File: config.mk
export PLATFORM = sky130hd
export DESIGN_NAME = rational_arith_reduce_unit
export DESIGN_NICKNAME = d
export VERILOG_FILES = /design/src/rtl/rar_pkg.sv /design/src/rtl/rational_arith_reduce_unit.sv
export SDC_FILE = /design/constraint.sdc
export NUM_CORES = 2
export LEC_CHECK = 0
export BUFFER_PORTS_ARGS = -buffer_cell sky130_fd_sc_hd__buf_2
export CAP_MARGIN = 20
export CORE_MARGIN = 2
export CORE_UTILIZATION = 60
export CTS_BUF_LIST = sky130_fd_sc_hd__clkbuf_8
export CTS_CLUSTER_DIAMETER = 40
export DETAILED_ROUTE_END_ITERATION = 6
export HOLD_SLACK_MARGIN = 0.12
export PLACE_DENSITY = 0.87
export SLEW_MARGIN = 10
export SYNTH_ARGS = -nofsm -noshare
export SYNTH_HDL_FRONTEND = slang
export SYNTH_SLANG_ARGS = --single-unit
export TNS_END_PERCENT = 10
File: constraint.sdc
create_clock -name aclk -period 20.8 [get_ports aclk]
set_input_delay 5.2 -clock aclk [delete_from_list [all_inputs] [get_ports aclk]]
set_output_delay 5.2 -clock aclk [all_outputs]
set_load 0.02 [all_outputs]
File: src/rtl/rar_pkg.sv
`default_nettype none

package rar_pkg;

    // operation codes carried in s_axis_tuser
    localparam logic [1:0] ACT_MUL = 2'd0;
    localparam logic [1:0] ACT_DIV = 2'd1;
    localparam logic [1:0] ACT_ADD = 2'd2;
    localparam logic [1:0] ACT_SUB = 2'd3;

    localparam int ACT_W     = 2;
    localparam int RES_NUM_W = 33;
    localparam int RES_DEN_W = 31;
    localparam int M_DW      = 64;

endpackage

`default_nettype wire

File: src/rtl/rational_arith_reduce_unit.sv
// Channel  Direction  Payload
// s_axis   in         tuser: action; tdata: a_num, a_den, b_num, b_den (OPERAND_WIDTH each)
// m_axis   out        tuser: zero_den_error; tdata: res_num (33), res_den (31)
//
// One transaction: the product and sum steps (MUL1, MUL2 for multiply and divide; MUL3
// and ACCUM as well for add and subtract), a check step, binary-GCD steps, restoring
// divisions of NW bits for the numerator, then the denominator (NW = min(2*OPERAND_WIDTH+1,
// 64)) and an output step; a zero numerator or denominator goes from the check to the output.
// Reset (aresetn low at a clock edge) empties the output register and idles the block.
// The output register holds a result while m_axis_tready is low; s_axis_tready is high
// whenever the sequencer is idle, even while a result waits there.
`default_nettype none

module rational_arith_reduce_unit
    import rar_pkg::*;
#(
    parameter int OPERAND_WIDTH = 16
) (
    input  wire logic                                         aclk,
    input  wire logic                                         aresetn,
    input  wire logic                                         s_axis_tvalid,
    output logic                                              s_axis_tready,
    // a_num, a_den, b_num, b_den from bit 0 up, zero padded to bytes
    input  wire logic [((4*OPERAND_WIDTH+7)/8)*8-1:0]         s_axis_tdata,
    // action
    input  wire logic [ACT_W-1:0]                             s_axis_tuser,
    output logic                                              m_axis_tvalid,
    input  wire logic                                         m_axis_tready,
    // res_num, res_den from bit 0 up
    output logic [M_DW-1:0]                                   m_axis_tdata,
    // zero_den_error
    output logic [0:0]                                        m_axis_tuser
);

    localparam int W   = OPERAND_WIDTH;
    localparam int PW  = 2 * W;
    localparam int NW  = (2 * W + 1 > 64) ? 64 : 2 * W + 1;
    localparam int CW  = $clog2(NW);
    localparam int KW  = $clog2(NW + 1);
    localparam int XW  = (NW > RES_NUM_W) ? NW : RES_NUM_W;
    localparam int DXW = (NW > RES_DEN_W) ? NW : RES_DEN_W;

    localparam logic [3:0] ST_IDLE  = 4'd0;
    localparam logic [3:0] ST_MUL1  = 4'd1;
    localparam logic [3:0] ST_MUL2  = 4'd2;
    localparam logic [3:0] ST_MUL3  = 4'd3;
    localparam logic [3:0] ST_ACCUM = 4'd4;
    localparam logic [3:0] ST_CHECK = 4'd5;
    localparam logic [3:0] ST_GCD   = 4'd6;
    localparam logic [3:0] ST_DIVN  = 4'd7;
    localparam logic [3:0] ST_DIVD  = 4'd8;
    localparam logic [3:0] ST_OUT   = 4'd9;

    logic [3:0]           state_reg, state_next;
    logic [ACT_W-1:0]     act_reg;
    logic signed [W-1:0]  an_reg, ad_reg, bn_reg, bd_reg;
    logic [NW-1:0]        n_reg;
    logic [PW-1:0]        d_reg, p_reg;
    logic                 neg_reg;
    logic [NW-1:0]        mn_reg, x_reg, y_reg, g_reg, rem_reg, dq_reg;
    logic [PW-1:0]        md_reg;
    logic [KW-1:0]        k_reg;
    logic [CW-1:0]        cnt_reg;
    logic [RES_NUM_W-1:0] res_num_reg, m_num_reg;
    logic [RES_DEN_W-1:0] res_den_reg, m_den_reg;
    logic                 res_err_reg, m_err_reg, m_valid_reg;

    logic signed [W-1:0]  mul_a, mul_b;
    logic signed [PW-1:0] prod;
    logic [NW-1:0]        prod_ext, p_ext, n_mag;
    logic [PW-1:0]        d_mag;
    logic [NW:0]          diff_xy;
    logic [NW-1:0]        diff_yx;
    logic [NW:0]          rem_sh;
    logic [NW+1:0]        trial;
    logic                 fits;
    logic [NW-1:0]        quo;
    logic [XW-1:0]        quo_wide, num_signed;
    logic [DXW-1:0]       den_wide;
    logic                 out_free;

    // shared multiplier: operand pair chosen by sequencer step
    always_comb begin
        mul_a = an_reg;
        mul_b = bd_reg;
        case (state_reg)
            ST_MUL1: begin
                mul_a = an_reg;
                mul_b = (act_reg == ACT_MUL) ? bn_reg : bd_reg;
            end
            ST_MUL2: begin
                mul_a = ad_reg;
                mul_b = (act_reg == ACT_DIV) ? bn_reg : bd_reg;
            end
            ST_MUL3: begin
                mul_a = bn_reg;
                mul_b = ad_reg;
            end
            default: begin
                mul_a = an_reg;
                mul_b = bd_reg;
            end
        endcase
    end

    assign prod     = mul_a * mul_b;
    assign prod_ext = NW'(prod);
    assign p_ext    = NW'(signed'(p_reg));
    assign n_mag    = n_reg[NW-1] ? (~n_reg + 1'b1) : n_reg;
    assign d_mag    = d_reg[PW-1] ? (~d_reg + 1'b1) : d_reg;

    // subtractors for the GCD steps (x - y and y - x)
    assign diff_xy = {1'b0, x_reg} - {1'b0, y_reg};
    assign diff_yx = y_reg - x_reg;

    // one restoring division step
    assign rem_sh   = {rem_reg, dq_reg[NW-1]};
    assign trial    = {1'b0, rem_sh} - {2'b00, g_reg};
    assign fits     = !trial[NW+1];
    assign quo      = {dq_reg[NW-2:0], fits};
    assign quo_wide = XW'(quo);
    assign num_signed = neg_reg ? (~quo_wide + 1'b1) : quo_wide;
    assign den_wide = DXW'(quo);

    assign out_free = !m_valid_reg || m_axis_tready;

    always_comb begin
        state_next = state_reg;
        case (state_reg)
            ST_IDLE:  if (s_axis_tvalid) state_next = ST_MUL1;
            ST_MUL1:  state_next = ST_MUL2;
            ST_MUL2: begin
                if (act_reg == ACT_ADD || act_reg == ACT_SUB) begin
                    state_next = ST_MUL3;
                end else begin
                    state_next = ST_CHECK;
                end
            end
            ST_MUL3:  state_next = ST_ACCUM;
            ST_ACCUM: state_next = ST_CHECK;
            ST_CHECK: begin
                if (d_reg == '0 || n_reg == '0) begin
                    state_next = ST_OUT;
                end else begin
                    state_next = ST_GCD;
                end
            end
            ST_GCD:   if (x_reg == y_reg) state_next = ST_DIVN;
            ST_DIVN:  if (cnt_reg == '0) state_next = ST_DIVD;
            ST_DIVD:  if (cnt_reg == '0) state_next = ST_OUT;
            ST_OUT:   if (out_free) state_next = ST_IDLE;
            default:  state_next = ST_IDLE;
        endcase
    end

    always_ff @(posedge aclk) begin
        if (!aresetn) begin
            state_reg   <= ST_IDLE;
            m_valid_reg <= 1'b0;
        end else begin
            state_reg <= state_next;
            if (state_reg == ST_OUT && out_free) begin
                m_valid_reg <= 1'b1;
            end else if (m_axis_tready) begin
                m_valid_reg <= 1'b0;
            end
        end
    end

    always_ff @(posedge aclk) begin
        case (state_reg)
            ST_IDLE: begin
                act_reg <= s_axis_tuser;
                an_reg  <= s_axis_tdata[W-1:0];
                ad_reg  <= s_axis_tdata[2*W-1:W];
                bn_reg  <= s_axis_tdata[3*W-1:2*W];
                bd_reg  <= s_axis_tdata[4*W-1:3*W];
            end
            ST_MUL1: n_reg <= prod_ext;
            ST_MUL2: d_reg <= prod;
            ST_MUL3: p_reg <= prod;
            ST_ACCUM: begin
                n_reg <= (act_reg == ACT_ADD) ? n_reg + p_ext : n_reg - p_ext;
            end
            ST_CHECK: begin
                if (d_reg == '0) begin
                    res_num_reg <= '0;
                    res_den_reg <= '0;
                    res_err_reg <= 1'b1;
                end else begin
                    res_err_reg <= 1'b0;
                    if (n_reg == '0) begin
                        res_num_reg <= '0;
                        res_den_reg <= RES_DEN_W'(1);
                    end
                end
                mn_reg  <= n_mag;
                md_reg  <= d_mag;
                x_reg   <= n_mag;
                y_reg   <= NW'(d_mag);
                k_reg   <= '0;
                neg_reg <= n_reg[NW-1] ^ d_reg[PW-1];
            end
            ST_GCD: begin
                if (x_reg == y_reg) begin
                    // gcd = common odd part times the common power of two
                    g_reg   <= x_reg << k_reg;
                    rem_reg <= '0;
                    dq_reg  <= mn_reg;
                    cnt_reg <= CW'(NW - 1);
                end else if (!x_reg[0] && !y_reg[0]) begin
                    x_reg <= x_reg >> 1;
                    y_reg <= y_reg >> 1;
                    k_reg <= k_reg + 1'b1;
                end else if (!x_reg[0]) begin
                    x_reg <= x_reg >> 1;
                end else if (!y_reg[0]) begin
                    y_reg <= y_reg >> 1;
                end else if (!diff_xy[NW]) begin
                    x_reg <= diff_xy[NW-1:0] >> 1;
                end else begin
                    y_reg <= diff_yx >> 1;
                end
            end
            ST_DIVN: begin
                if (cnt_reg == '0) begin
                    res_num_reg <= num_signed[RES_NUM_W-1:0];
                    rem_reg     <= '0;
                    dq_reg      <= NW'(md_reg);
                    cnt_reg     <= CW'(NW - 1);
                end else begin
                    rem_reg <= fits ? trial[NW-1:0] : rem_sh[NW-1:0];
                    dq_reg  <= quo;
                    cnt_reg <= cnt_reg - 1'b1;
                end
            end
            ST_DIVD: begin
                rem_reg <= fits ? trial[NW-1:0] : rem_sh[NW-1:0];
                dq_reg  <= quo;
                cnt_reg <= cnt_reg - 1'b1;
                if (cnt_reg == '0) begin
                    res_den_reg <= den_wide[RES_DEN_W-1:0];
                end
            end
            ST_OUT: begin
                if (out_free) begin
                    m_num_reg <= res_num_reg;
                    m_den_reg <= res_den_reg;
                    m_err_reg <= res_err_reg;
                end
            end
            default: begin
                // hold
            end
        endcase
    end

    assign s_axis_tready = (state_reg == ST_IDLE);
    assign m_axis_tvalid = m_valid_reg;
    assign m_axis_tdata  = {m_den_reg, m_num_reg};
    assign m_axis_tuser  = m_err_reg;

endmodule

`default_nettype wire

==> insert_results.sql <==
INSERT INTO impl_metrics (metric_group, metric, value, unit) VALUES
('clock_tree', 'clockRootBuffer', 'sky130_fd_sc_hd__clkbuf_8', ''),
('critical_path', 'critical_path.n_buffers_inverters', '3', ''),
('logic_synthesis', 'synth_cells', '4148', ''),
('detailed_routing', 'drt_drc_violations_left', '2', ''),
('timing', 'worst_slack', '11960', 'ps'),
('logic_synthesis', 'synth.yosys.seq_area_share', '38.81', '%'),
('floorplan', 'top_ports', '137', ''),
('logic_synthesis', 'synth-warning-count', '0', ''),
('floorplan', 'die_w', '267.5', 'um'),
('timing', 'timing.final.crit_period', '8839', 'ps'),
('layout', 'num-nets-final', '4806', ''),
('floorplan', 'number_of_cell_rows', '96', ''),
('layout', 'area_of_combinational_cells_with_multiple_inputs', '22980', 'um^2'),
('layout', 'layout.area.seq', '16170', 'um^2'),
('placed_design', 'portBuffers', '136', ''),
('status', 'violations', 'design-rule violations', ''),
('detailed_routing', 'wl_per_cell', '21.94', 'um'),
('detailed_routing', 'vias_per_cell', '6.304', ''),
('global_route', 'globalRoute.totalOverflow', '0', ''),
('logic_synthesis', 'synth.cell_area', '41650', 'um^2'),
('logic_synthesis', 'synth_enable_flop_cells', '535', ''),
('layout', 'post_route_cells_drive_above_1_share', '9.924', '%'),
('placed_design', 'pre_cts_setup_slack', '12200', 'ps'),
('layout', 'syn2layout_area_growth', '8.535', '%'),
('logic_synthesis', 'net_count_synth', '4702', ''),
('global_route', 'antenna_found_initial', '2', ''),
('logic_synthesis', 'async_reset_ff_share', '0', '%'),
('layout', 'n_fill_cell', '5188', ''),
('global_route', 'grt_max_degree', '73', ''),
('critical_path', 'endpoint_kind', 'flop', ''),
('timing', 'unrepaired_setup_endpoints_after_global_routing', 'no', ''),
('layout', 'post_route_core_utilization', '65.79', '%'),
('floorplan', 'floorplan.initialDensity', '60.62', '%'),
('floorplan', 'die-area', '71540', 'um^2'),
('logic_synthesis', 'yosys.cell_types.count', '90', ''),
('critical_path', 'data_arrival_time_of_the_critical_path', '9310', 'ps'),
('clock_tree', 'cts-root-to-sink-buffers', '3', ''),
('timing', 'timing.final.hold_violations', '0', ''),
('timing', 'worst_slew_pin_slew', '1114', 'ps'),
('global_route', 'vias_in_the_first_global_route', '32643', ''),
('timing', 'fmax', '113.1', 'MHz'),
('clock_tree', 'cts-resized-gates', '0', ''),
('critical_path', 'path_class', 'reg2reg', ''),
('critical_path', 'worst_path_dominant_cell_family', 'adder cells', ''),
('detailed_routing', 'route.final.wire_length', '115300', 'um'),
('timing', 'min_period_over_period', '42.50', '%'),
('timing', 'report.final.setup_viol', '0', ''),
('critical_path', 'crit_chain', 'nand2_1 > o21ai_0 > nand2_1 > nand2_1 > o21ai_1 > nand2_1 > inv_1 > fa_1 > fa_1 > fa_1 > fa_1 > fa_1 > inv_1 > fa_1 > inv_1 > ha_1 > o211ai_1 > nor4b_1 > or3_1 > o221ai_1 > o2111ai_1 > a21oi_1 > xnor2_1 > o21a_1', ''),
('critical_path', 'path_common_cell', 'sky130_fd_sc_hd__fa_1', ''),
('critical_path', 'cp_slowest_stage_delay', '810', 'ps'),
('clock_tree', 'number_of_h_tree_branching_levels', '3', ''),
('logic_synthesis', 'syn_area_per_cell', '10.04', 'um^2'),
('status', 'status', 'finished, violations left', ''),
('timing', 'clock_skew', '50.53', 'ps'),
('clock_tree', 'cts_made_buffers', '91', ''),
('detailed_routing', 'dr_total_vias', '33128', ''),
('clock_tree', 'cts.hold.buffers_added', '0', ''),
('global_route', 'grt_util_all_layers', '32.70', '%'),
('worst_hold_path', 'hold_wc_path_type', 'reg2reg', ''),
('timing', 'relSlewSlack', '25.02', '%'),
('critical_path', 'master_of_the_slowest_instance_on_the_critical_path', 'sky130_fd_sc_hd__fa_1', ''),
('critical_path', 'element_type_at_the_critical_path_start', 'flop', ''),
('floorplan', 'fp.coreArea', '68710', 'um^2'),
('global_route', 'grt_first_pass_wirelength', '180500', 'um'),
('logic_synthesis', 'synth-main-ff-cell', 'sky130_fd_sc_hd__edfxtp_1', ''),
('clock_tree', 'clock_latency', '720', 'ps'),
('clock_tree', 'path_clk_slew', '70', 'ps'),
('detailed_routing', 'drt_iter0_markers', '4155', ''),
('critical_path', 'worstPathRequired', '21270', 'ps'),
('timing', 'final_max_slew_viol_count', '0', ''),
('detailed_routing', 'post_detailed_route_count_of_antenna_violating_nets', '0', '');
stage by stage:
step	cells	instance area, um^2	hold WS (ps)
floorplan	4148	41650	400.3
detailed placement	5087	43260	404.5
global route	5255	45200	411.3
CTS	5251	45160	411.9
global placement	5087	43260	403.2
finish	5255	45200	408.2
layer usage:
layer	track usage, %	wire [um]	vias to the layer above
li1	-	-	14744
met1	41.07	42470	15907
met2	54.17	54420	2031
met3	6.261	11910	446
met4	16.56	6482	0
met5	0.3465	0	-
final timing paths:
path	slack [ps]	to	startpoint	cells after the start
worst max-delay path	11960	n_reg[31]	state_reg[1]	24
worst min-delay path	410	m_den_reg[17]	res_den_reg[17]	0
worst max register to register	11960	n_reg[31]	state_reg[1]	24
worst min register to register	410	m_den_reg[17]	res_den_reg[17]	0
cells by family (layout without fill, tap and decap cells):
group | Yosys count | count (layout) | synth area share [%]
AOI/OAI and AO/OA | 922 | 922 | 14.53
DFF | 540 | 540 | 38.81
xor gates and xnor gates | 246 | 246 | 5.173
and+or+nand+nor | 1181 | 1181 | 12.82
muxes | 97 | 97 | 3.094
buffers and inverters | 678 | 853 | 6.233
other | 0 | 1 | 0
adders and majority gates | 484 | 484 | 19.33
synthesized netlist by cell type, drive strengths merged, types with 42 or more instances:
cell type	count	area, um^2
o21ai	175	875.8
a211oi	42	315.3
mux2i	59	590.6
nand2	382	1436
nand3	60	310.3
edfxtp	535	16070
nor3	55	296.5
o31ai	55	417.9
nor2	427	1603
and3	47	295.3
xnor2	166	1454
o21a	49	367.9
fa	266	5325
a21o	96	721.9
clkbuf	143	550.5
ha	218	2728
inv	496	1862
xor2	80	700.7
a21oi	251	1260
cell type report:
cell class / count / share of cell area (%)
Antenna cell: 1 / 0.005536
Sequential cell: 540 / 35.76
Clock buffer: 95 / 2.892
Clock inverter: 69 / 1.312
Tap cell: 931 / 2.577
Timing Repair Buffer: 192 / 2.480
Inverter: 497 / 4.127
Multi-Input combinational cell: 2930 / 50.85
placed cells by master (no fill, tap or decap), drive strengths merged, types with 17 or more instances in the layout:
master  synthesis  routed
o21bai         18      18
clkinv          1      29
or3            37      37
nand3          60      60
a21oi         251     251
edfxtp        535     535
mux2i          59      59
o21a           49      49
a31oi          22      22
nor2          427     427
a22oi          18      18
nor4           17      17
and2           28      28
nand4          19      19
nor3           55      55
o31ai          55      55
clkbuf        143      95
nand2         382     382
o41ai          18      18
a211oi         42      42
o211ai         19      19
buf            38     192
ha            218     218
xor2           80      80
nand2b         30      30
o22ai          26      26
o21ai         175     175
a21o           96      96
fa            266     266
mux4           24      24
inv           496     526
xnor2         166     166
or2            22      22
and3           47      47
a222oi         31      31
Power is not shown: default switching activity piles up to over one toggle a cycle in this logic, so the estimate is an artifact.
